**src/sv/bse_pkg.sv**
```systemverilog
// Shared types and constants of the Burning Ship escape-time unit.
package bse_pkg;

  // Configuration register indexes.
  localparam int CFG_IDX_W = 2;

  typedef enum logic [CFG_IDX_W-1:0] {
    CFG_CENTER_X   = 2'd0,
    CFG_CENTER_Y   = 2'd1,
    CFG_PIXEL_STEP = 2'd2,
    CFG_MAX_ITER   = 2'd3
  } cfg_idx_e;

  // Reset values of the pixel step and the iteration limit.
  localparam logic [63:0] STEP_RESET     = 64'd70368744177;
  localparam logic [63:0] MAX_ITER_RESET = 64'd96;

  typedef enum logic [2:0] {
    ST_IDLE,
    ST_OFF_MUL,
    ST_OFF_SUM,
    ST_COORD,
    ST_MUL,
    ST_SUM,
    ST_UPDATE,
    ST_DONE
  } ctrl_state_e;

  // Commands from the controller to the datapath and the output register.
  typedef struct packed {
    logic load_in;
    logic setup;
    logic init;
    logic step;
    logic out_load;
  } cmd_t;

  // Status from the datapath to the controller.
  typedef struct packed {
    logic far;
    logic stop;
  } stat_t;

endpackage

```
**src/sv/bse_ctrl.sv**
```systemverilog
// Controller state machine that sequences setup, iterations and result hand-off.
module bse_ctrl (
  input  logic           clk_i,
  input  logic           rst_ni,
  input  logic           in_valid_i,
  output logic           in_ready_o,
  input  logic           out_free_i,
  input  bse_pkg::stat_t stat_i,
  output bse_pkg::cmd_t  cmd_o
);

  import bse_pkg::*;

  ctrl_state_e state_q, state_d;

  always_ff @(posedge clk_i or negedge rst_ni) begin
    if (!rst_ni) begin
      state_q <= ST_IDLE;
    end else begin
      state_q <= state_d;
    end
  end

  always_comb begin
    state_d = state_q;
    unique case (state_q)
      ST_IDLE:    if (in_valid_i) state_d = ST_OFF_MUL;
      ST_OFF_MUL: state_d = ST_OFF_SUM;
      ST_OFF_SUM: state_d = ST_COORD;
      ST_COORD:   state_d = stat_i.far ? ST_DONE : ST_MUL;
      ST_MUL:     state_d = ST_SUM;
      ST_SUM:     state_d = ST_UPDATE;
      ST_UPDATE:  state_d = stat_i.stop ? ST_DONE : ST_MUL;
      ST_DONE:    if (out_free_i) state_d = ST_IDLE;
      default:    state_d = ST_IDLE;
    endcase
  end

  always_comb begin
    cmd_o      = '0;
    in_ready_o = 1'b0;
    unique case (state_q)
      ST_IDLE: begin
        in_ready_o    = 1'b1;
        cmd_o.load_in = in_valid_i;
      end
      ST_OFF_MUL: cmd_o.setup = 1'b1;
      ST_COORD:   cmd_o.init  = 1'b1;
      ST_UPDATE:  cmd_o.step  = 1'b1;
      ST_DONE:    cmd_o.out_load = out_free_i;
      default: begin
        cmd_o      = '0;
        in_ready_o = 1'b0;
      end
    endcase
  end

`ifndef SYNTHESIS
  a_one_item: assert property (@(posedge clk_i) disable iff (!rst_ni)
    in_valid_i && in_ready_o |=> !in_ready_o)
    else $error("request accepted while another is in flight");

  a_out_free: assert property (@(posedge clk_i) disable iff (!rst_ni)
    cmd_o.out_load |-> out_free_i)
    else $error("result loaded while the output register is occupied");

  a_loop: assert property (@(posedge clk_i) disable iff (!rst_ni)
    state_q == ST_UPDATE && !stat_i.stop |=> state_q == ST_MUL)
    else $error("iteration did not continue");

  a_setup_order: assert property (@(posedge clk_i) disable iff (!rst_ni)
    cmd_o.init |-> $past(state_q) == ST_OFF_SUM)
    else $error("coordinates formed before the offset products");
`endif

endmodule

```
**config.mk**
```make
export PLATFORM = sky130hd
export DESIGN_NAME = bse_ctrl
export DESIGN_NICKNAME = d
export VERILOG_FILES = /design/src/sv/bse_pkg.sv /design/src/sv/bse_ctrl.sv
export SDC_FILE = /design/constraint.sdc
export NUM_CORES = 1
export LEC_CHECK = 0
export ABC_AREA = 1
export ABC_CLOCK_PERIOD_IN_PS = 1100
export BUFFER_PORTS_ARGS = -buffer_cell sky130_fd_sc_hd__buf_2
export CORE_AREA = 2 2 39 41
export DETAILED_ROUTE_END_ITERATION = 12
export DIE_AREA = 0 0 41 43
export GPL_ROUTABILITY_DRIVEN = 0
export PLACE_DENSITY = 0.47
export SYNTH_ARGS = -nofsm -noshare
export SYNTH_HDL_FRONTEND = slang
export SYNTH_SLANG_ARGS = --single-unit
```
**constraint.sdc**
```tcl
create_clock -name clk_i -period 1.1 [get_ports clk_i]
set_clock_uncertainty 0.05 [all_clocks]
set_input_delay 0.11 -clock clk_i [delete_from_list [all_inputs] [get_ports clk_i]]
set_output_delay 0.11 -clock clk_i [all_outputs]
set_load 0.02 [all_outputs]
```
==> results by group, run 1 <==
Cells and area
  • Fin cells: 69
  • Filler cells: roughly 150
  • Largest Register: state_q
  • Core Util, Final: a little under a third
  • Final Net Count: 60
  • Diode count: 0
  • Max reg flops: 3
  • Layout cells sized above 1: between 50% and 60%
  • Area growth syn-to-layout: 116.5%
  • Biggest regs: state_q (3)

Critical path
  • Path type of the worst setup path: flip-flop to primary output
  • Worst reg-to-reg setup slack: around 0.040 ns
  • FF-to-FF Start: state_q[0]
  • Crit path cell chain: inv_2 > nand2_2 > nor2_2 > buf_6
  • WP data required: roughly 0.94 ns
  • Type of origin of the critical path: flip-flop
  • Crit path from: state_q[1]
  • Critical Path Slowest Stage Cell: dfrtp_1
  • CP delay by family, top: flip-flops
  • CP max stage delay: roughly 0.41 ns
  • CP Data Arrival Time: roughly 1.1 ns
  • Critical path fanouts, max: 5
  • Crit end category: primary output
  • Bufs and invs on worst path: 2

Pwr
  • Pint: roughly 670 uW
  • Combinational share of power: 64.1%
  • Net Sw Frac: a little under half
  • Peak VDD IR: a little over 0.9 mV
  • Seq pwr share: 19.9%
  • PwrDens: about 2800 nW/um2
  • Clock network power share: approximately 16%
  • Final Total Pwr: about 1.2 mW
  • Leakage: 0.2257 nW
  • Net switching power: 545.5 uW

Global routing
  • Gr ovfl total: 0
  • Vias in the first global route: ~250
  • Initial antenna violation count: 0
  • Largest net degree at the start of global routing: 7
  • Overall Global Routing Usage: roughly 8.4%
  • First-pass GRT wire length: 910 um

Route
  • WL met1: ~250 um
  • Met3 wire length: around 41 um
  • Final wirelength: between 600 and 700 um
  • Drt first-iter violations: 4
  • Post-route antenna net violation count: 0
  • WL met2: about 360 um
  • Drt wl/cell: 9.464 um
  • Vias per inst: approximately 4
  • DRC: 0
  • Total iterations of the first detailed-routing run: 4
  • DR top layer: met3
  • Vias: roughly 270

Floorplan
  • Initial core utilization: around 14%
  • Io pins: 12
  • DIE AREA: 1763 um2
  • Site row count: 14
  • Core area: about 1400 um2
  • DIE HEIGHT: 43 um
  • Die width: roughly 40 um

Yosys
  • Mapped cell area: around 200 um2
  • Post-synthesis sequential area ratio: a little under two fifths
  • Yosys Warn Count: 0
  • Post-Syn Instances: 31
  • Netlist cell types: 10
  • Synthesized Nets: 37
  • FF+latch count, synth: 3
  • Mean Syn Cell Area: 6.377 um2

CTS
  • Clock transition at path regs: around 0.04 ns
  • CTS H-Tree Depth: 1
  • Clock latency on the worst-skew pair: approximately 0.23 ns
  • CTS root buf: clkbuf_4
  • TritonCTS clock tree: done
  • Total CTS buffers: 3
  • CTS Buffer Depth: 2
  • TritonCTS Sinks: 3

Run status
  • Status: finished, violations left
  • Violated checks: setup timing

Timing
  • Min Tclk post-route: between 1 and 1.5 ns
  • Final hold viol count: 0
  • Fin Hold WS: between 0.07 and 0.08 ns
  • Rel. slew slack: roughly 89%
  • Fin crit share: 114.6%
  • Final worst setup slack: -0.1611 ns
  • Setup Viol. Count Final: 6
  • Slew Limit Fails: 0
  • RSZ-0062 raised after global routing: yes
  • Worst slew pin tran: approximately 0.16 ns
  • Fmax: 0.7930 GHz

Job
  • Max-Cap Viols: 0

Worst hold path
  • Hold Path Origin: in_valid_i
  • Hold Path Class: input pin to flip-flop

Place
  • Port bufs: 11
  • Post-DP HPWL: 401.5 um
  • Dpl cells: 59
==> cell usage after synthesis (all sizes together) <==
library cell | n | area [um2]
inv | 7 | 26.28
nor2 | 7 | 26.28
a21oi | 1 | 5.000
dfrtp | 3 | 75.07
nand2 | 7 | 26.28
nand4 | 3 | 18.77
nand3 | 1 | 5.000
nor3 | 2 | 15.01
==> kinds of logic (layout without fill, tap and decap cells) <==
family                 count (synthesis)  after routing  synth area share (%)
flip-flops                             3              3                 37.97
AND/OR/NAND/NOR                       20             20                 46.20
buffers and inverters                  7             29                 13.29
AO/OA/AOI/OAI                          1              1                 2.529
==> final cells by class <==
type	instances	area (um2)	area share [%]
timing repair buffer	18	143.9	33.63
multi-input combinational	21	135.1	31.58
sequential	3	76.32	17.84
clock buffer	4	26.28	6.140
inverter	7	26.28	6.140
tap	16	20.02	4.678
==> metrics by stage <==
step,instance area (um2),setup TNS [ns],worst slack [ns]
5_1_grt,427.9,-1.149,-0.2446
2_1_floorplan,202.7,-0.004142,-0.004142
4_1_cts,379.1,-0.7543,-0.1549
3_5_place_dp,285.3,0,0.01832
6_report,427.9,-0.6994,-0.1611
3_3_place_gp,285.3,0,0.02575
==> cell usage in the layout, fill, tap and decap left out <==
master / instances
inv_1: 4
nor2_4: 1
a21oi_1: 1
clkbuf_4: 3
buf_6: 5
dfrtp_1: 2
dfrtp_2: 1
buf_4: 7
buf_2: 5
nand2_2: 2
nor3_2: 1
nor3_4: 1
clkbuf_1: 1
nand3_4: 1
nand4_1: 3
nor2_2: 1
dlygate4sd3_1: 1
nor2_1: 5
nand2_1: 5
inv_2: 3
==> worst min-delay path, delay by kind of cell <==
kind | cells | cell delay [ns]
AND/OR/NAND/NOR | 2 | 0.12
buffers and inverters | 1 | 0.09
==> per-layer routing <==
metal | track usage, % | up-vias
met5 | 0 | -
met4 | 6.000 | 0
met3 | 6.283 | 0
met2 | 11.56 | 10
met1 | 8.091 | 123
li1 | - | 140
==> power by group through the flow <==
stage                     logic [mW]  registers (mW)  clock network (mW)
after floorplan                0.311           0.231                   0
after global placement         0.452           0.231                   0
after detailed placement       0.453           0.228                   0
after CTS                      0.628           0.233               0.208
after global routing           0.852           0.248               0.219
final                          0.776           0.241               0.195
==> path summary, 6_finish.rpt <==
path                       cells after the start         end
setup / recovery                               4    cmd_o[3]
hold / removal                                 3  state_q[0]
setup reg to reg                               6  state_q[0]
hold reg to reg                                2  state_q[1]
max in group asynchronous                      2  state_q[0]
min in group asynchronous                      2  state_q[2]
==> repair_timing <==
item / 4_1_cts / 5_1_grt
hold buffers: 1 / 0
resized for setup: 11 / 10
endpoints found under the hold margin: 3 / 0
pin swaps: 3 / 3
setup endpoints to repair: 6 / 7
setup buffers: 4 / 1
(Power assumes the default switching activity.)
==> inputs of run 2 (changes only) <==
--- a/config.mk
+++ b/config.mk
@@ -7,7 +7,7 @@
 export LEC_CHECK = 0
 export ABC_AREA = 1
 export ABC_CLOCK_PERIOD_IN_PS = 1100
-export BUFFER_PORTS_ARGS = -buffer_cell sky130_fd_sc_hd__buf_2
+export BUFFER_PORTS_ARGS = -buffer_cell sky130_fd_sc_hd__clkbuf_2
 export CORE_AREA = 2 2 39 41
 export DETAILED_ROUTE_END_ITERATION = 12
 export DIE_AREA = 0 0 41 43
==> results by group, run 2 (synthesis results as in run 1) <==
Critical path
  • Worst R2R End: state_q[0]
  • Critical path fanouts, max: 4 (-1)
  • Most common cell on crit path: buf_4
  • Crit path from: state_q[0]
  • Type of origin of the critical path: flip-flop
  • Critical Path Slowest Stage Cell: dfrtp_1
  • CP Data Arrival Time: 1.08 ns (-0.02 ns)
  • Worst Reg-to-Reg Cells: 7 (+1)
  • WP data required: 0.94 ns (about the same)
  • Worst reg-to-reg setup slack: 0.01 ns (-0.03 ns)
  • CP max stage delay: 0.41 ns (about the same)
  • Path type of the worst setup path: flip-flop to primary output
  • Crit path cell chain: buf_4 > nand2_1 > nor2_1 > buf_4
  • Worst Setup EP: cmd_o[3]
  • FF-to-FF Start: state_q[1]
  • Crit end category: primary output

Floorplan
  • Core area: 1384 um2 (unchanged)
  • Site row count: 14 (unchanged)
  • Initial core utilization: 14.29% (unchanged)
  • DIE AREA: 1763 um2 (unchanged)
  • Die width: 41 um (unchanged)
  • DIE HEIGHT: 43 um (unchanged)
  • Io pins: 12 (unchanged)

Timing
  • Rel. slew slack: 89.09% (about the same)
  • Fin crit share: 112.5% (-2.2 points)
  • Final hold viol count: 0 (unchanged)
  • Worst slew pin tran: 0.1627 ns (-0.0001835 ns)
  • Final TNS setup: -0.7275 ns (-0.02803 ns)
  • Min Tclk post-route: 1.237 ns (-0.02388 ns)
  • Setup Viol. Count Final: 6 (unchanged)
  • Final worst setup slack: -0.1372 ns (+0.02388 ns)
  • RSZ-0062 raised after global routing: yes
  • Fmax: 0.8083 GHz (+1.9%)
  • Slew Limit Fails: 0 (unchanged)

CTS
  • CTS root buf: clkbuf_4
  • Total CTS buffers: 3 (unchanged)
  • Clock transition at path regs: 0.04 ns (about the same)
  • Clock latency on the worst-skew pair: 0.23 ns (about the same)
  • CTS Buffer Depth: 2 (unchanged)
  • TritonCTS Sinks: 3 (unchanged)
  • CTS H-Tree Depth: 1 (unchanged)
  • TritonCTS clock tree: done

Route
  • DRC: 0 (unchanged)
  • Post-route antenna net violation count: 0 (unchanged)
  • Vias per inst: 3.826 (-3.3%)
  • Total iterations of the first detailed-routing run: 4 (unchanged)
  • Final wirelength: 640 um (-2.0%)
  • Vias: 264 (-3.3%)
  • Drt wl/cell: 9.275 um (-2.0%)
  • Drt first-iter violations: 3 (-1)

Global routing
  • Vias in the first global route: 286 (+16%)
  • First-pass GRT wire length: 1.104 mm (+21%)
  • Gr ovfl total: 0 (unchanged)
  • Largest net degree at the start of global routing: 6 (-1)
  • Initial antenna violation count: 0 (unchanged)
  • Overall Global Routing Usage: 9.347% (+1.0 points)

Cells and area
  • Commonest cells after routing, fill and taps aside: 10 x buf_4, 7 x nand2_1, 6 x nor2_1
  • Largest Register: state_q
  • Commonest non-fill, non-tap cell in the layout: buf_4
  • Biggest regs: state_q (3)
  • Layout cells sized above 1: 50.94% (-7.5 points)
  • Fin cells: 69 (unchanged)
  • Filler cells: 177 (+16%)
  • Diode count: 0 (unchanged)
  • Max reg flops: 3 (unchanged)
  • Post-route cell area: 387.9 um2 (-9.4%)
  • Final Net Count: 60 (unchanged)
  • Area growth syn-to-layout: 96.20%

Run status
  • Violated checks: setup timing
  • Status: finished, violations left

Pwr
  • PwrDens: 2815 nW/um2 (-0.60%)
  • Leakage: 0.2225 nW (-1.4%)
  • Peak VDD IR: 0.7557 mV (-19%)
  • Final Total Pwr: 1.092 mW (-9.9%)

Job
  • Max-Cap Viols: 0 (unchanged)

Place
  • Post-DP Area: 285.3 um2 (unchanged)
  • Dpl cells: 59 (unchanged)
  • Post-DP HPWL: 417.7 um (+4.0%)
  • Port bufs: 11 (unchanged)
  • Pre-CTS worst setup slack: 0.00001299 ns (-0.01830 ns)

Worst hold path
  • Hold Path Class: input pin to flip-flop
[run 2: changes by cell type in the layout (fill, tap and decap cells not counted), sizes merged]
cell,previous run,this run
clkbuf,4,11
buf,17,10
[run 2: area by class of cell]
cell class                      count  area [um2]  share of cell area, %
Clock buffer                        4       26.28                  6.774
Tap cell                           16       20.02                  5.161
Timing Repair Buffer               18       131.4                  33.87
Sequential cell                     3       75.07                  19.35
Inverter                            7       26.28                  6.774
Multi-Input combinational cell     21       108.9                  28.06
[run 2: report_power, final]
part / internal (mW) / switching, mW / leakage (nW) / total (mW)
sequential: 0.168 / 0.0519 / 0.0344 / 0.220
clock: 0.136 / 0.0574 / 0.0150 / 0.193
combinational: 0.316 / 0.363 / 0.173 / 0.679
total: 0.620 / 0.472 / 0.222 / 1.09
[run 2: per-layer routing]
| layer | track usage (%) | share of wire (%) | wire, um |
|---|---|---|---|
| met1 | 9.355 | 37 | 239 |
| met2 | 15.94 | 55 | 353 |
| met3 | 2.094 | 7.3 | 47 |
| met4 | 6.000 | 0 | 0 |
| met5 | 0 | 0 | 0 |
[run 2: worst max-delay path, delay by kind of cell, from the launching register on]
family        cells  cell delay, ns
flops             1            0.41
simple gates      2            0.15
buf+inv           2            0.29
[run 2: through the flow]
stage,utilization (%),hold slack [ns]
after CTS,27.67,0.08630
final,28.03,0.09390
after global placement,20.61,-0.1409
after floorplan,-,-0.2356
after global routing,28.03,0.1276
after detailed placement,20.61,-0.1399
[run 2: worst min-delay path by stage]
stage          startpoint         end  depth (start not counted)
2_1_floorplan      rst_ni  state_q[0]                          0
3_3_place_gp       rst_ni  state_q[2]                          1
3_5_place_dp       rst_ni  state_q[2]                          1
4_1_cts        in_valid_i  state_q[0]                          3
5_1_grt        in_valid_i  state_q[0]                          3
6_report       in_valid_i  state_q[0]                          3
[run 2: repair_timing]
action | in CTS | in global routing
hold buffers | 1 | 0
buffers inserted | 5 | 0
pin swaps | 1 | 0
hold endpoints to repair | 3 | 0
resized for setup | 8 | 6
endpoints found under the setup margin | 6 | 7
